**src/assert_macros.svh**
```systemverilog
// Assertion macros used by the packetizer back end.
`ifndef ASSERT_MACROS_SVH
`define ASSERT_MACROS_SVH
`ifndef SYNTHESIS
`define ASSERT_ALWAYS(label, clk, rst, expr, msg) \
   label: assert property (@(posedge clk) disable iff (rst) (expr)) else $error(msg);
`define ASSERT_IMPLIES(label, clk, rst, ante, cons, msg) \
   label: assert property (@(posedge clk) disable iff (rst) (ante) |-> (cons)) else $error(msg);
`else
`define ASSERT_ALWAYS(label, clk, rst, expr, msg)
`define ASSERT_IMPLIES(label, clk, rst, ante, cons, msg)
`endif
`endif

```
**src/uspk_pkg.sv**
```systemverilog
// Types and constants of the USB serial receive packetizer.
`default_nettype none
package uspk_pkg;

   localparam int FIFO_DEPTH  = 512 - (2 * 8);
   localparam int MAX_PACKET  = 64;
   localparam int QUEUE_DEPTH = 4;

   localparam int ADDR_W   = $clog2(FIFO_DEPTH);
   localparam int CNT_W    = $clog2(FIFO_DEPTH + 1);
   localparam int NCNT_W   = $clog2(MAX_PACKET - 1);
   localparam int QPTR_W   = $clog2(QUEUE_DEPTH);
   localparam int QCNT_W   = $clog2(QUEUE_DEPTH + 1);
   localparam int KIND_W   = 3;
   localparam int PLEN_W   = 7;
   localparam int LINES_W  = 4;
   localparam int BYTE_W   = 8;

   localparam logic [KIND_W-1:0] KIND_RX     = 3'd0;
   localparam logic [KIND_W-1:0] KIND_BREAK  = 3'd1;
   localparam logic [KIND_W-1:0] KIND_TOKEN  = 3'd2;
   localparam logic [KIND_W-1:0] KIND_PURGE  = 3'd3;
   localparam logic [KIND_W-1:0] KIND_RESET  = 3'd4;

   localparam logic [BYTE_W-1:0] HDR_BREAK   = 8'(1 << 4);
   localparam logic [3:0]        HDR_STATUS  = 4'h1;

   typedef struct packed {
      logic [KIND_W-1:0]  kind;
      logic [BYTE_W-1:0]  rx_byte;
      logic [PLEN_W-1:0]  buf_len;
      logic [LINES_W-1:0] modem_lines;
   } req_type;

   typedef struct packed {
      logic [BYTE_W-1:0] out_byte;
      logic              nak;
      logic              last;
   } rsp_type;

   typedef struct packed {
      logic [KIND_W-1:0] kind;
      logic [BYTE_W-1:0] data;
      logic              short_tok;
      logic [NCNT_W-1:0] max_n;
   } cmd_type;

endpackage
`default_nettype wire

```
**src/uspk_front.sv**
```systemverilog
// Front end: accepts request beats and classifies them into commands.
`default_nettype none
module uspk_front (
   input  wire logic             req_valid,
   output logic                  req_ready,
   input  wire uspk_pkg::req_type req_data,
   input  wire logic             queue_full,
   output logic                  push,
   output uspk_pkg::cmd_type     push_data
);
   import uspk_pkg::*;

   logic [PLEN_W-1:0] plen_clamped;
   logic              known_kind;

   assign req_ready    = !queue_full;
   assign known_kind   = (req_data.kind == KIND_RX) || (req_data.kind == KIND_BREAK) ||
                         (req_data.kind == KIND_TOKEN) || (req_data.kind == KIND_PURGE) ||
                         (req_data.kind == KIND_RESET);
   assign push         = req_valid && req_ready && known_kind;
   assign plen_clamped = (req_data.buf_len > PLEN_W'(MAX_PACKET)) ?
                         PLEN_W'(MAX_PACKET) : req_data.buf_len;

   always_comb begin
      push_data.kind      = req_data.kind;
      push_data.data      = (req_data.kind == KIND_TOKEN) ?
                            {req_data.modem_lines, HDR_STATUS} : req_data.rx_byte;
      push_data.short_tok = (req_data.buf_len <= PLEN_W'(2));
      push_data.max_n     = NCNT_W'(plen_clamped - PLEN_W'(2));
   end
endmodule
`default_nettype wire

```
**config.mk**
```make
export PLATFORM = sky130hd
export DESIGN_NAME = uspk_front
export DESIGN_NICKNAME = d
export VERILOG_FILES = /design/src/assert_macros.svh /design/src/uspk_pkg.sv /design/src/uspk_front.sv
export SDC_FILE = /design/constraint.sdc
export NUM_CORES = 1
export LEC_CHECK = 0
export CAP_MARGIN = 40
export CORE_AREA = 3 3 40 42
export DETAILED_ROUTE_END_ITERATION = 8
export DIE_AREA = 0 0 43 45
export DONT_BUFFER_PORTS = 1
export GPL_TIMING_DRIVEN = 0
export SYNTH_ARGS = -nofsm -noshare
export SYNTH_HDL_FRONTEND = slang
export SYNTH_SLANG_ARGS = --single-unit
```
**constraint.sdc**
```tcl
create_clock -name vclk -period 1.05
set_clock_uncertainty 0.15 [all_clocks]
set_input_delay 0.1575 -clock vclk [all_inputs]
set_output_delay 0.1575 -clock vclk [all_outputs]
set_load 0.005 [all_outputs]
```
==> impl_metrics.yaml <==
outcome:
  violations: "negative setup slack"
  run_status: "complete, but fails checks"
route:
  route.detailed.drc: 0
  post_route_antenna_net_violation_count: 0
  post_drt_via_cell_ratio: 4.90
  routedWlPerCell_um: 13.9
  first_iter_violations: 2
  route.vias.total: 245
  totalWireLength_um: 693
  drt_pass1_iterations: 2
clock_tree:
  cts_hold_buffers: 0
layout:
  regArea_um2: 0
  drive_above_1_share_pct: 48.6
  nets: 62
  area_delta_synth_final_pct: 22.2
  layout.clock_buffers: 0
  final.fill_count: 142
  finalNonFillerCells: 50
  antenna_cells_inserted: 0
  numSequentialCells: 0
grt:
  antenna_violations_before_repair: 0
  vias_in_the_first_global_route: 199
  globalRoute.totalOverflow: 0
  wire_length_of_the_first_global_routing_pass_um: 890
  largest_net_degree_at_the_start_of_global_routing: 9
  grt.total_usage_pct: 5.47
place:
  setup_slack_after_placement_ns: -0.139
  place_hpwl_um: 619
  port_buffers: 0
  place_congestion: 0.616
  dp_cells: 49
sta:
  final-max-slew-violation-count: 0
  worst_slew_pin_slew_ns: 0.268
  final_period_minus_worst_setup_slack_ns: 1.13
  finalHoldViolations: 0
  final.hold.worst_slack_ns: 0.204
  final_min_period_over_clock_period_pct: 108
  setup-violations-final: 8
  timing.fmax_mhz: 886
  rsz0062_at_grt: "true"
  finalSetupTns_ns: -0.582
  maxSlewHeadroom_pct: 82.1
  final_critical_path_setup_slack_ns: -0.0788
setup_path:
  endpoint_class_of_the_critical_path: "output port"
  worst-path-max-fanout: 5
  timing.critical_path.arrival_ns: 0.82
  worst_path_dominant_cell_family: "multiplexers"
  crit_start: "req_data[21]"
  crit_path_top_delay_cell: "sky130_fd_sc_hd__mux2_2"
  worst_setup_path_start_kind: "primary input"
  critPathRequiredTime_ns: 0.74
  critPathBufInv: 0
  critPathMaxStageDelay_ns: 0.39
  crit_chain: "nor3b_4 -> mux2_2"
  critical_path_class: "primary input to output port"
synthesis:
  basic_gate_share_of_the_synthesized_area_counting_and_or_nand_and_nor_cells_pct: 49.3
  post_synthesis_share_of_cell_area_spent_on_full_adders_half_adders_and_majority_gates_pct: 4.93
  netlist_instances: 34
  post_synthesis_compound_gate_area_fraction_pct: 9.36
  synth_xor_xnor_area_share_pct: 6.90
  postSynthAreaPerCell_um2: 7.47
  ys_warn_count: 0
  synth_fp_nets: 59
  muxShareOfSynthArea_pct: 17.7
  synth.lib_cells_used.distinct: 18
  synth-seq-area-share_pct: 0
  netlist_area_um2: 254
  synth_top_family_by_area: "simple AND/OR/NAND/NOR gates"
worst_hold_path:
  start_point_of_the_worst_hold_path: "req_data[10]"
  worst_hold_path_type: "primary input to output port"
floorplan:
  dieHeight_um: 45
  placeableCoreArea_mm2: 0.00128
  initial_utilization_pct: 19.8
  die_width_um: 43
  io_pins: 44
  placementRows: 13
  floorplan.die_area_mm2: 0.00194
run:
  max_cap_viol_count: 0
power_and_ir_drop:
  power.ir.vdd_worst_v: 0.0000636
  power_density_mw_per_mm2: 344
  cellLeakagePower_nw: 0.129
==> cell usage in the layout (no fill, tap or decap) <==
cell type                  n
sky130_fd_sc_hd__a31oi_1   1
sky130_fd_sc_hd__nor3b_4   1
sky130_fd_sc_hd__and3_1    2
sky130_fd_sc_hd__and2b_2   3
sky130_fd_sc_hd__nand2b_1  2
sky130_fd_sc_hd__or2_2     1
sky130_fd_sc_hd__nor2b_1   2
sky130_fd_sc_hd__inv_1     2
sky130_fd_sc_hd__nand2_1   1
sky130_fd_sc_hd__nor2b_2   1
sky130_fd_sc_hd__o21bai_1  1
sky130_fd_sc_hd__nor3_1    2
sky130_fd_sc_hd__o21ai_0   1
sky130_fd_sc_hd__a21oi_1   1
sky130_fd_sc_hd__mux2_2    4
sky130_fd_sc_hd__buf_4     4
sky130_fd_sc_hd__xnor2_1   2
sky130_fd_sc_hd__nand2b_4  2
sky130_fd_sc_hd__nor2_1    1
sky130_fd_sc_hd__ha_4      1
==> Yosys cell counts, drive strengths merged <==
master / instances / area share, %
a21oi: 1 / 2.0
a31oi: 1 / 2.5
and2b: 3 / 10
and3: 2 / 4.9
buf: 3 / 8.9
ha: 1 / 4.9
inv: 2 / 3.0
mux2: 4 / 18
nand2: 1 / 1.5
nand2b: 4 / 9.9
nor2: 1 / 1.5
nor2b: 3 / 7.4
nor3: 2 / 3.9
nor3b: 1 / 7.4
o21ai: 1 / 2.0
o21bai: 1 / 3.0
or2: 1 / 2.5
xnor2: 2 / 6.9
==> layer usage <==
| layer | GRT usage, % | vias up | part of all wire [%] |
|---|---|---|---|
| met3 | 0.398 | 0 | 6.9 |
| met1 | 6.90 | 120 | 33 |
| li1 | - | 115 | - |
| met4 | 0 | 0 | 0 |
| met2 | 10.8 | 10 | 60 |
| met5 | 0 | - | 0 |
==> what timing repair did <==
item	4_1_cts	5_1_grt
setup endpoints to repair	9	9
pin swaps	3	2
resized for setup	3	0
setup buffers	1	0
==> cell families after synthesis <==
family | Yosys count
AND/OR/NAND/NOR | 18
buffers and inverters | 5
AO/OA/AOI/OAI | 4
multiplexers | 4
XOR/XNOR | 2
adder cells (fa/ha/maj) | 1
==> path summary, 6_finish.rpt <==
kind / end / slack [ns] / depth (start not counted)
setup / recovery: push_data[14] / -0.08 / 2
hold / removal: push_data[0] / 0.20 / 1
==> final cells by class <==
cell class         instances  area [um2]  area share, %
repair buffers             1        7.51           2.42
plain buffers              3        22.5           7.26
inverters                  2        7.51           2.42
well taps                 15        18.8           6.05
multi-input cells         29         254           81.9
==> stage by stage <==
stage,util [%],power [W],cell area (um2)
3_3_place_gp,21.6,0.0000962,278
6_report,24.1,0.000107,310
4_1_cts,24.1,0.000109,310
2_1_floorplan,-,0.0000854,259
5_1_grt,24.1,0.000117,310
3_5_place_dp,21.6,0.0000971,278
==> report_power, final <==
part | switching [W] | leakage, nW | internal, W
registers | 0 | 0 | 0
clock network | 0 | 0 | 0
logic | 0.0000435 | 0.129 | 0.0000631
total | 0.0000435 | 0.129 | 0.0000631
No activity file was read; power rests on OpenSTA's default activity.
