==> config.mk <==
export PLATFORM = sky130hd
export DESIGN_NAME = uspk_queue
export DESIGN_NICKNAME = d
export VERILOG_FILES = /design/src/assert_macros.svh /design/src/uspk_pkg.sv /design/src/uspk_queue.sv
export SDC_FILE = /design/constraint.sdc
export NUM_CORES = 1
export LEC_CHECK = 0
export CAP_MARGIN = 20
export CORE_AREA = 10 10 95 97
export CTS_CLUSTER_SIZE = 16
export DETAILED_ROUTE_END_ITERATION = 8
export DIE_AREA = 0 0 105 107
export DONT_BUFFER_PORTS = 1
export PLACE_DENSITY_LB_ADDON = 0.05
export SLEW_MARGIN = 20
export SYNTH_ARGS = -nofsm -noshare
export SYNTH_HDL_FRONTEND = slang
export SYNTH_SLANG_ARGS = --single-unit
export TNS_END_PERCENT = 100
==> constraint.sdc <==
create_clock -name clock -period 4.48 [get_ports clock]
set_clock_uncertainty 0.2 [all_clocks]
set_input_delay 0.224 -clock clock [delete_from_list [all_inputs] [get_ports clock]]
set_output_delay 0.224 -clock clock [all_outputs]
set_load 0.02 [all_outputs]
==> src/assert_macros.svh <==
// Assertion macros used by the packetizer back end.
`ifndef ASSERT_MACROS_SVH
`define ASSERT_MACROS_SVH
`ifndef SYNTHESIS
`define ASSERT_ALWAYS(label, clk, rst, expr, msg) \
   label: assert property (@(posedge clk) disable iff (rst) (expr)) else $error(msg);
`define ASSERT_IMPLIES(label, clk, rst, ante, cons, msg) \
   label: assert property (@(posedge clk) disable iff (rst) (ante) |-> (cons)) else $error(msg);
`else
`define ASSERT_ALWAYS(label, clk, rst, expr, msg)
`define ASSERT_IMPLIES(label, clk, rst, ante, cons, msg)
`endif
`endif

==> src/uspk_pkg.sv <==
// Types and constants of the USB serial receive packetizer.
`default_nettype none
package uspk_pkg;

   localparam int FIFO_DEPTH  = 512 - (2 * 8);
   localparam int MAX_PACKET  = 64;
   localparam int QUEUE_DEPTH = 4;

   localparam int ADDR_W   = $clog2(FIFO_DEPTH);
   localparam int CNT_W    = $clog2(FIFO_DEPTH + 1);
   localparam int NCNT_W   = $clog2(MAX_PACKET - 1);
   localparam int QPTR_W   = $clog2(QUEUE_DEPTH);
   localparam int QCNT_W   = $clog2(QUEUE_DEPTH + 1);
   localparam int KIND_W   = 3;
   localparam int PLEN_W   = 7;
   localparam int LINES_W  = 4;
   localparam int BYTE_W   = 8;

   localparam logic [KIND_W-1:0] KIND_RX     = 3'd0;
   localparam logic [KIND_W-1:0] KIND_BREAK  = 3'd1;
   localparam logic [KIND_W-1:0] KIND_TOKEN  = 3'd2;
   localparam logic [KIND_W-1:0] KIND_PURGE  = 3'd3;
   localparam logic [KIND_W-1:0] KIND_RESET  = 3'd4;

   localparam logic [BYTE_W-1:0] HDR_BREAK   = 8'(1 << 4);
   localparam logic [3:0]        HDR_STATUS  = 4'h1;

   typedef struct packed {
      logic [KIND_W-1:0]  kind;
      logic [BYTE_W-1:0]  rx_byte;
      logic [PLEN_W-1:0]  buf_len;
      logic [LINES_W-1:0] modem_lines;
   } req_type;

   typedef struct packed {
      logic [BYTE_W-1:0] out_byte;
      logic              nak;
      logic              last;
   } rsp_type;

   typedef struct packed {
      logic [KIND_W-1:0] kind;
      logic [BYTE_W-1:0] data;
      logic              short_tok;
      logic [NCNT_W-1:0] max_n;
   } cmd_type;

endpackage
`default_nettype wire

==> src/uspk_queue.sv <==
// Short command queue between the front end and the back end.
`default_nettype none
module uspk_queue (
   input  wire logic              clock,
   input  wire logic              reset,
   input  wire logic              push,
   input  wire uspk_pkg::cmd_type push_data,
   output logic                   full,
   input  wire logic              pop,
   output logic                   pop_valid,
   output uspk_pkg::cmd_type      pop_data
);
   import uspk_pkg::*;

   cmd_type           entry_ff [QUEUE_DEPTH];
   logic [QPTR_W-1:0] wr_ptr_ff, wr_ptr_in;
   logic [QPTR_W-1:0] rd_ptr_ff, rd_ptr_in;
   logic [QCNT_W-1:0] count_ff, count_in;
   logic              do_pop;

   assign full      = (count_ff == QCNT_W'(QUEUE_DEPTH));
   assign pop_valid = (count_ff != '0);
   assign pop_data  = entry_ff[rd_ptr_ff];
   assign do_pop    = pop && pop_valid;

   always_comb begin
      wr_ptr_in = push ? wr_ptr_ff + QPTR_W'(1) : wr_ptr_ff;
      rd_ptr_in = do_pop ? rd_ptr_ff + QPTR_W'(1) : rd_ptr_ff;
      count_in  = count_ff + QCNT_W'(push) - QCNT_W'(do_pop);
   end

   always_ff @(posedge clock) begin
      if (reset) begin
         wr_ptr_ff <= '0;
         rd_ptr_ff <= '0;
         count_ff  <= '0;
      end else begin
         wr_ptr_ff <= wr_ptr_in;
         rd_ptr_ff <= rd_ptr_in;
         count_ff  <= count_in;
      end
   end

   always_ff @(posedge clock) begin
      if (push) begin
         entry_ff[wr_ptr_ff] <= push_data;
      end
   end
endmodule
`default_nettype wire

==> results by group, run 1 <==
Timing
  – Max Slew Vio Count: 0
  – Max frequency: 440.7 MHz
  – Tmin final: 2.269 ns
  – Headroom to the max-slew limit: 29.62%
  – Setup tns final: 0 ns
  – RSZ-0062 raised after global routing: false
  – Hold_ws: 0.06379 ns
  – Final period util: 50.64%
  – Final setup fails: 0
  – Hold Fails Final Rpt: 0
  – Worst-Margin Slew: 1.056 ns

Pwr
  – Pwr/cell area: 504.9 mW/mm^2
  – LEAKAGE: 1.205 nW
  – Internal power: 1.356 mW
  – Switch share: 25.90%
  – Gate power share: 20.7%
  – Tot Pwr: 1.830 mW
  – Sequential share of power: 49.7%
  – Worst VDD drop: 0.0003028 V
  – Switching pwr: 474.0 uW
  – Clock share of power: 29.6%

Clock tree
  – Clock tree buffer depth: 2
  – Clk sinks: 81
  – Clock Latency Late Sink: 0.33 ns
  – TritonCTS clock tree: done
  – CTS Buf Count: 9
  – H-tree depth: 3
  – Setup bufs post-CTS: 0
  – Clock root buffer: clkbuf_8
  – Clock slew seen by the registers of the worst setup and hold paths: 0.07 ns

Route
  – Mean routed wirelength per cell: 19.63 um
  – Via density: 4.989
  – Antenna Violating Nets Remaining: 0
  – TritonRoute pass-1 iters: 4
  – Final WL: 5.358 mm
  – DRC: 0
  – 1st-iter DRT viols: 28
  – Vias: 1,362

Yosys
  – Cell area after synthesis: 0.003115 mm^2
  – Top cell type by total area after synthesis: edfxtp_1
  – Register area share after synthesis: 75.18%
  – Post-synth cell types: 22
  – Syn Nets: 169
  – Cells after Synth: 140
  – Synth area leaders: edfxtp_1 (69%), mux4_2 (7.2%), mux4_1 (6.7%)
  – Synth Warn #: 0
  – Synth top area share: 69.40%
  – Synth Area per Inst: 22.25 um^2
  – #FFs+latches synth: 81

Status
  – Status: finished, final reports clean

Min path
  – Worst hold path class: in2reg
  – Worst hold path depth: 2
  – Worst hold path startpoint: pop

Worst setup path
  – Worst Setup Start Kind: flip-flop
  – Max FO, Critical Path: 5
  – R2R depth: 6
  – Worst EP arrival: 2.30 ns
  – Worst EP required: 4.51 ns
  – FF-to-FF setup slack: 2.21 ns
  – Critical path type: reg2reg
  – Reg-to-reg endpoint: count_ff[0]
  – Worst Setup End Kind: flip-flop
  – Reg2Reg Launch Point: count_ff[1]

Global route
  – First-pass GRT wire length: 8.293 mm
  – Largest net degree at the start of global routing: 19
  – Antenna violations before repair: 0
  – GRT Overall Usage: 9.926%
  – Gr ovfl total: 0
  – Number of global-route vias before repair: 1,544

Placement
  – Port bufs: 0
  – Gpl congestion: 0.6244
  – DP Area: 0.003202 mm^2
  – Post-DP HPWL: 3.246 mm

Floorplan
  – Top Ports: 42
  – Die Y-Extent: 107 um
  – Initial Utilization: 43.65%
  – Cell row count: 31
  – Die width: 105 um
  – Core area: 0.007137 mm^2
  – Die ar.: 0.01124 mm^2

Run
  – Max Cap Viol: 0

Finish
  – Nets: 198
  – Area growth from synthesis to layout: 16.35%
  – Share of cells above drive strength 1: 14.37%
  – Fin area: 0.003625 mm^2
  – Inserted Diodes: 0
layout make-up:
type | instances | area, um^2
clock buffers | 12 | 135.1
clock inverters | 4 | 67.56
fillers | 606 | 3512
inverters | 6 | 22.52
multi-input cells | 48 | 705.7
flip-flops and latches | 81 | 2342
well taps | 99 | 123.9
repair buffers | 23 | 227.7
per-layer routing:
metal	routed length [um]	track usage (%)	up-vias
met5	0	0	-
met4	84	7.157	0
met3	222	2.814	8
met2	2815	17.13	30
met1	2235	10.23	699
li1	-	-	625
cells in the final DEF, fill, tap and decap left out, types with 2 or more instances in the layout:
master / synthesis / final
inv_1: 6 / 6
dlygate4sd3_1: 0 / 22
bufinv_16: 0 / 2
clkinv_1: 0 / 2
clkbuf_8: 0 / 9
mux4_1: 8 / 8
nor2_1: 5 / 5
mux2_2: 3 / 3
nor2b_1: 4 / 4
clkbuf_1: 1 / 3
ha_1: 6 / 6
edfxtp_1: 72 / 72
and2_1: 4 / 4
mux4_2: 10 / 10
dfxtp_1: 9 / 9
metrics by stage:
stage	worst slack, ns	util [%]	instances
final	2.211	50.79	273
after global routing	2.158	50.79	273
after CTS	2.181	50.79	273
after detailed placement	2.373	44.86	235
after global placement	2.453	44.86	235
after floorplan	2.453	-	140
power groups by stage:
stage          clock [mW]  combinational [mW]  sequential, mW
2_1_floorplan           0               0.325           0.910
3_3_place_gp            0               0.348           0.923
3_5_place_dp            0               0.360           0.928
4_1_cts             0.557               0.389           0.911
5_1_grt             0.585               0.410           0.916
6_report            0.542               0.378           0.910
critical path, cell delays in order (launching register included):
cell and delay, ns:
dfxtp_1 0.34, o31a_1 0.35, ha_1 0.29, inv_1 0.04, ha_1 0.25, nor2b_1 0.12, dlygate4sd3_1 0.56
cell usage after synthesis:
library cell	count
and2_1	4
and3_1	1
buf_12	1
buf_2	2
buf_6	1
clkbuf_1	1
dfxtp_1	9
edfxtp_1	72
fa_1	1
ha_1	6
inv_1	6
mux2_2	3
mux2i_1	1
mux4_1	8
mux4_2	10
nor2_1	5
nor2b_1	4
o311ai_0	1
o31a_1	1
or3_1	1
xnor2_1	1
xor3_1	1
state kept, by name, indices dropped and copies added, names as in the netlist, named ones only:
signal	cells
count_ff	3
wr_ptr_ff	2
entry_ff	72
rd_ptr_ff	2
cells by family after synthesis:
family / Yosys count / share of synthesized area [%]
XOR/XNOR: 2 / 1.044
multiplexers: 22 / 15.38
AO/OA/AOI/OAI: 2 / 0.5624
adder cells (fa/ha/maj): 7 / 3.052
buffers and inverters: 11 / 2.169
AND/OR/NAND/NOR: 15 / 2.611
flip-flops: 81 / 75.18
timing repair:
action,4_1_cts,5_1_grt
setup endpoints to repair,0,0
resized for setup,0,0
hold buffers,22,0
hold endpoints to repair,81,0
how the worst max path moves through the flow:
stage | start | end | slack (ns) | depth (start not counted)
floorplan | count_ff[1] | count_ff[2] | 2.45 | 7
global placement | count_ff[1] | count_ff[2] | 2.45 | 7
detailed placement | count_ff[1] | count_ff[2] | 2.37 | 7
CTS | flip-flop | pop_data[17] | 2.18 | 1
global route | count_ff[1] | count_ff[0] | 2.16 | 6
finish | count_ff[1] | count_ff[0] | 2.21 | 6
Note: power is estimated with default switching activity, not from simulation.
==> run 2, diff against run 1 <==
- ABC_AREA: unset -> 1
- clock period: 4.48 -> 2.2 ns (I/O delays scaled with it)
==> run 2 against run 1 <==
Against the previous run: final cell count is 42% higher; via count increased by 43%; clock power increased by 75%; routed wire length up 24%; core utilization rose by 2.9 points; synthesized cell count up 69%; setup slack worse by 2.1 ns; die area is the same; power up 110%; synthesized area rose by 1.8%; sequential share of layout area fell by 3.5 points; first-iteration DRC count rose to 3.1 times the previous value; largest power group unchanged; highest routed layer unchanged.
==> results by group, run 2 <==
Yosys
  – Register area share after synthesis: 73.88% (-1.3 points)
  – Syn Nets: 265 (+57%)
  – Synth Area per Inst: 13.43 um^2 (-40%)
  – Synth area leaders: edfxtp_1 (68%), dfxtp_1 (5.7%), nor2_1 (5.2%)
  – Top cell type by total area after synthesis: edfxtp_1
  – Top-count cell post-synth: edfxtp_1
  – Main synth FF type: edfxtp_1
  – Cell area after synthesis: 0.003171 mm^2 (+1.8%)
  – Synth Warn #: 0 (unchanged)
  – Synth top area share: 68.19% (-1.2 points)
  – Post-synth cell types: 17 (-23%)
  – EDFF count, synth: 72 (unchanged)
  – Cells after Synth: 236 (+69%)
  – #FFs+latches synth: 81 (unchanged)
  – FFs w/ async S/R, synth: 0% (unchanged)
  – Synth top cells by count: edfxtp_1 (72), nor2_1 (44), o21ai_0 (23)

Clock tree
  – Clock tree buffer depth: 2 (unchanged)
  – TritonCTS clock tree: done
  – H-tree depth: 3 (unchanged)
  – CTS Buf Count: 9 (unchanged)
  – Clock Latency Late Sink: 0.34 ns (about the same)
  – Setup bufs post-CTS: 0 (unchanged)
  – Clk sinks: 81 (unchanged)
  – Clock slew seen by the registers of the worst setup and hold paths: 0.08 ns (about the same)
  – Clock root buffer: clkbuf_8

Timing
  – Max Slew Vio Count: 0 (unchanged)
  – Setup tns final: 0 ns (unchanged)
  – Final period util: 94.48% (+44 points)
  – Tmin final: 2.079 ns (-0.1904 ns)
  – Hold Fails Final Rpt: 0 (unchanged)
  – Hold_ws: 0.01629 ns (-0.04751 ns)
  – Headroom to the max-slew limit: 69.21% (+40 points)
  – Worst-Margin Slew: 0.4614 ns (-0.5943 ns)
  – Setup ws final: 0.1215 ns (-2.090 ns)
  – RSZ-0062 raised after global routing: false
  – Max frequency: 481.1 MHz (+9.2%)
  – Final setup fails: 0 (unchanged)

Route
  – Final WL: 6.624 mm (+24%)
  – Mean routed wirelength per cell: 17.07 um (-13%)
  – TritonRoute pass-1 iters: 4 (unchanged)
  – Via density: 5.028 (+0.79%)
  – 1st-iter DRT viols: 86 (+210%)
  – DRC: 0 (unchanged)
  – Antenna Violating Nets Remaining: 0 (unchanged)
  – Vias: 1,951 (+43%)

Finish
  – Inserted Diodes: 0 (unchanged)
  – Most common cell after layout, fill and taps aside: edfxtp_1
  – Fillers: 622 (+2.6%)
  – Largest register by flop count: entry_ff
  – Share of cells above drive strength 1: 14.19% (-0.18 points)
  – Nets: 313 (+58%)
  – Non-filler instance count after layout: 388 (+42%)
  – Commonest cells after routing, fill and taps aside: edfxtp_1 (72), nor2_1 (43), o21ai_0 (23)
  – Area growth from synthesis to layout: 20.80%
  – Regs by FF count: entry_ff x72, count_ff x3
  – Post-Route Utilization: 53.66% (+2.9 points)
  – Max reg flops: 72 (unchanged)

Pwr
  – LEAKAGE: 1.400 nW (+16%)
  – Pwr/cell area: 1023 mW/mm^2 (+100%)
  – Worst VDD drop: 0.0006439 V (+110%)

Floorplan
  – Initial Utilization: 44.42% (+0.77 points)
  – Die width: 105 um (unchanged)
  – Die ar.: 0.01124 mm^2 (unchanged)
  – Die Y-Extent: 107 um (unchanged)
  – Core area: 0.007137 mm^2 (unchanged)
  – Top Ports: 42 (unchanged)
  – Cell row count: 31 (unchanged)

Global route
  – Antenna violations before repair: 0 (unchanged)
  – GR peak layer: met2
  – GRT Overall Usage: 12.22% (+2.3 points)
  – Met1 usage: 14.20% (+4.0 points)
  – First-pass GRT wire length: 10.63 mm (+28%)
  – Gr ovfl total: 0 (unchanged)
  – Number of global-route vias before repair: 2,034 (+32%)
  – Largest net degree at the start of global routing: 37 (+18)
  – Global Route met3 Usage: 4.132% (+1.3 points)
  – Global Route met2 Usage: 20.66% (+3.5 points)

Placement
  – Pre-CTS setup slack: 0.2279 ns (-2.145 ns)
  – Gpl congestion: 0.6935 (+11%)
  – Port bufs: 0 (unchanged)
  – DP Cell Count: 350 (+49%)
  – Post-DP HPWL: 4.308 mm (+33%)

Worst setup path
  – Max FO, Critical Path: 3 (-2)
  – Critical path type: reg2reg
  – Worst EP arrival: 2.11 ns (-0.19 ns)
  – Worst EP required: 2.23 ns (-2.28 ns)
  – Worst Setup End Kind: flip-flop
  – Worst Setup Start Kind: flip-flop

Min path
  – Worst hold path class: in2reg

Run
  – Max Cap Viol: 0 (unchanged)

Status
  – Status: finished, final reports clean
-- run 2: timing repair --
action | CTS | global route
hold buffers | 22 | 0
resized for setup | 0 | 3
hold endpoints to repair | 94 | 0
endpoints found under the setup margin | 0 | 11
-- run 2: worst max-delay path, stage by stage (launching register included) --
cell and delay, ns:
dfxtp_1 0.34, nor2_2 0.13, a21boi_1 0.08, ha_1 0.27, inv_1 0.04, ha_1 0.26, inv_1 0.06, nor2_1 0.04
dlygate4sd3_1 0.55
-- run 2: layer usage --
metal | up-vias | share of wire, %
met5 | - | 0
met4 | 0 | 1.2
met3 | 8 | 4.8
met2 | 39 | 51
met1 | 957 | 43
li1 | 947 | -
-- run 2: report_power, final --
part / internal, mW / total, mW / switching (mW)
clock network: 0.472 / 0.949 / 0.477
logic: 0.416 / 1.13 / 0.715
registers: 1.78 / 1.84 / 0.0612
total: 2.66 / 3.92 / 1.25
-- run 2: kinds of logic (layout without fill, tap and decap cells) --
kind of cell / after synthesis / in the layout / share of synthesized area, %
DFF: 81 / 81 / 73.88
AOI/OAI and AO/OA: 62 / 62 / 10.58
and+or+nand+nor: 58 / 58 / 6.946
buffers and inverters: 28 / 81 / 5.604
adders and majority gates: 7 / 7 / 2.999
-- run 2: final timing paths --
path	from	end	slack [ns]	depth (start not counted)
worst min-delay path	push	count_ff[1]	0.02	4
worst min register to register	rd_ptr_ff[1]	rd_ptr_ff[1]	0.33	2
worst max-delay path	count_ff[1]	count_ff[0]	0.12	8
worst max register to register	count_ff[1]	count_ff[0]	0.12	8
-- run 2: stage by stage --
stage / power [mW] / cell area [um^2]
2_1_floorplan: 2.616 / 3171
3_3_place_gp: 2.896 / 3431
3_5_place_dp: 2.960 / 3431
4_1_cts: 3.965 / 3826
5_1_grt: 4.162 / 3830
6_report: 3.918 / 3830
-- run 2: layout make-up --
class	count	area (um^2)	share of cell area (%)
Multi-Input combinational cell	127	653.1	17.05
Tap cell	99	123.9	3.234
Timing Repair Buffer	47	457.9	11.96
Clock inverter	2	12.51	0.3267
Sequential cell	81	2342	61.16
Clock buffer	14	162.7	4.247
Inverter	18	77.57	2.025
==> run 3, diff against run 2 <==
- BUFFER_PORTS_ARGS: unset -> -buffer_cell sky130_fd_sc_hd__buf_2
- DONT_BUFFER_PORTS: 1 -> unset
==> run 3 against run 2 <==
Against the previous run: count of clock-buffer cells in the layout down 3; hold slack better by 0.27 ns; via count up 0.31%; non-clock buffer count up 26; cell area up 3.2%; setup slack better by 0.15 ns; critical path depth unchanged; routed wire length down 6.2%; power up 5.6%; sequential share of layout area down 1.9 points; largest power group unchanged.
==> results by group, run 3 (synthesis gave the netlist of run 2 again) <==
Finish
  – Share of cells above drive strength 1: 21.59% (+7.4 points)
  – Largest register by flop count: entry_ff
  – Most common cell after layout, fill and taps aside: edfxtp_1
  – Area growth from synthesis to layout: 24.63%
  – Nets: 339 (+8.3%)
  – Regs by FF count: entry_ff x72, count_ff x3
  – Max reg flops: 72 (unchanged)
  – Commonest cells after routing, fill and taps aside: edfxtp_1 (72), nor2_1 (44), buf_2 (41)
  – Inserted Diodes: 0 (unchanged)

Pwr
  – LEAKAGE: 1.512 nW (+8.1%)
  – Gate power share: 25.6% (-3.3 points)
  – Switching pwr: 1.244 mW (-0.73%)
  – Clock share of power: 30.5% (+6.3 points)
  – Tot Pwr: 4.138 mW (+5.6%)
  – Pwr/cell area: 1047 mW/mm^2 (+2.4%)
  – Switch share: 30.06% (-1.9 points)
  – Internal power: 2.894 mW (+8.6%)
  – Worst VDD drop: 0.0005214 V (-19%)
  – Sequential share of power: 43.9% (-3.0 points)

Worst setup path
  – R2R depth: 8 (unchanged)
  – Max FO, Critical Path: 3 (unchanged)
  – Worst Setup End Kind: flip-flop
  – Worst Setup Start Kind: flip-flop
  – Worst EP required: 2.23 ns (about the same)
  – Worst EP arrival: 1.96 ns (-0.15 ns)
  – Critical path type: reg2reg

Global route
  – Gr ovfl total: 0 (unchanged)
  – Number of global-route vias before repair: 1,973 (-3.0%)
  – Largest net degree at the start of global routing: 37 (unchanged)
  – GRT Overall Usage: 11.74% (-0.48 points)
  – Antenna violations before repair: 0 (unchanged)
  – First-pass GRT wire length: 10.29 mm (-3.2%)

Timing
  – Tmin final: 1.926 ns (-0.1524 ns)
  – Max Slew Vio Count: 0 (unchanged)
  – RSZ-0062 raised after global routing: false
  – Setup tns final: 0 ns (unchanged)
  – Hold Fails Final Rpt: 0 (unchanged)
  – Headroom to the max-slew limit: 77.64% (+8.4 points)
  – Max frequency: 519.2 MHz (+7.9%)
  – Final period util: 87.55% (-6.9 points)
  – Hold_ws: 0.2866 ns (+0.2703 ns)
  – Worst-Margin Slew: 0.3351 ns (-0.1263 ns)
  – Final setup fails: 0 (unchanged)

Clock tree
  – H-tree depth: 3 (unchanged)
  – CTS Buf Count: 9 (unchanged)
  – TritonCTS clock tree: done
  – Clock root buffer: clkbuf_8
  – Resized Gates After CTS: 0 (unchanged)
  – Clock tree buffer depth: 2 (unchanged)
  – Clock slew seen by the registers of the worst setup and hold paths: 0.08 ns (about the same)
  – Clk sinks: 81 (unchanged)
  – Cts hold-fix bufs: 21 (-4.5%)
  – Setup bufs post-CTS: 0 (unchanged)
  – Clock Latency Late Sink: 0.33 ns (about the same)

Route
  – Final WL: 6.211 mm (-6.2%)
  – Vias: 1,957 (+0.31%)
  – Antenna Violating Nets Remaining: 0 (unchanged)
  – Mean routed wirelength per cell: 15.00 um (-12%)
  – Via density: 4.727 (-6.0%)
  – TritonRoute pass-1 iters: 4 (unchanged)
  – 1st-iter DRT viols: 110 (+28%)
  – DRC: 0 (unchanged)

Floorplan
  – Die Y-Extent: 107 um (unchanged)
  – Core area: 0.007137 mm^2 (unchanged)
  – Top Ports: 42 (unchanged)
  – Cell row count: 31 (unchanged)
  – Die width: 105 um (unchanged)
  – Die ar.: 0.01124 mm^2 (unchanged)
  – Initial Utilization: 44.42% (unchanged)

Status
  – Status: finished, final reports clean

Placement
  – Port bufs: 41 (+41)
  – Post-DP HPWL: 3.891 mm (-9.7%)
  – Gpl congestion: 0.6875 (-0.87%)

Run
  – Max Cap Viol: 0 (unchanged)

Min path
  – Worst hold path class: in2reg
  – Worst hold path depth: 3 (-1)
run 3: routing by layer:
metal / routed length (um) / track usage [%] / vias up / part of all wire, %
met3: 204 / 3.772 / 6 / 3.3
met1: 3033 / 14.63 / 924 / 49
li1: - / - / 995 / -
met2: 2913 / 18.74 / 32 / 47
met5: 0 / 0 / - / 0
met4: 59 / 4.412 / 0 / 0.95
run 3: worst paths after layout:
path	startpoint	to	slack, ns
max	count_ff[1]	count_ff[2]	0.27
min	reset	count_ff[0]	0.29
max reg2reg	count_ff[1]	count_ff[2]	0.27
min reg2reg	rd_ptr_ff[0]	rd_ptr_ff[0]	0.29
run 3: cell type report:
cell class | count | area, um^2
well taps | 99 | 123.9
flip-flops and latches | 81 | 2342
clock buffers | 11 | 131.4
inverters | 18 | 76.32
fillers | 631 | 3186
repair buffers | 73 | 523.0
multi-input cells | 127 | 650.6
clock inverters | 5 | 103.9
run 3: metrics by stage:
| stage | area, um^2 | instances | worst slack, ns | utilization [%] |
|---|---|---|---|---|
| 5_1_grt | 3951 | 414 | 0.1013 | 55.36 |
| 6_report | 3951 | 414 | 0.2739 | 55.36 |
| 4_1_cts | 3951 | 414 | 0.2708 | 55.36 |
| 3_3_place_gp | 3506 | 377 | 0.3292 | 49.12 |
| 2_1_floorplan | 3171 | 236 | 0.3757 | - |
| 3_5_place_dp | 3506 | 377 | 0.2931 | 49.12 |
run 3: power groups by stage:
stage               logic, mW  registers (mW)  clock network [mW]
floorplan               0.777            1.84                   0
global placement         1.05            1.85                   0
detailed placement       1.06            1.85                   0
CTS                      1.09            1.82                1.29
global route             1.21            1.83                1.35
finish                   1.06            1.82                1.26
run 3: critical path, stage by stage, from the launching register on:
cell      delay, ns
dfxtp_1        0.33
nor2_1         0.14
a21boi_0       0.10
ha_1           0.28
inv_1          0.04
ha_1           0.18
fa_1           0.38
a21oi_1        0.13
nor2_1         0.05
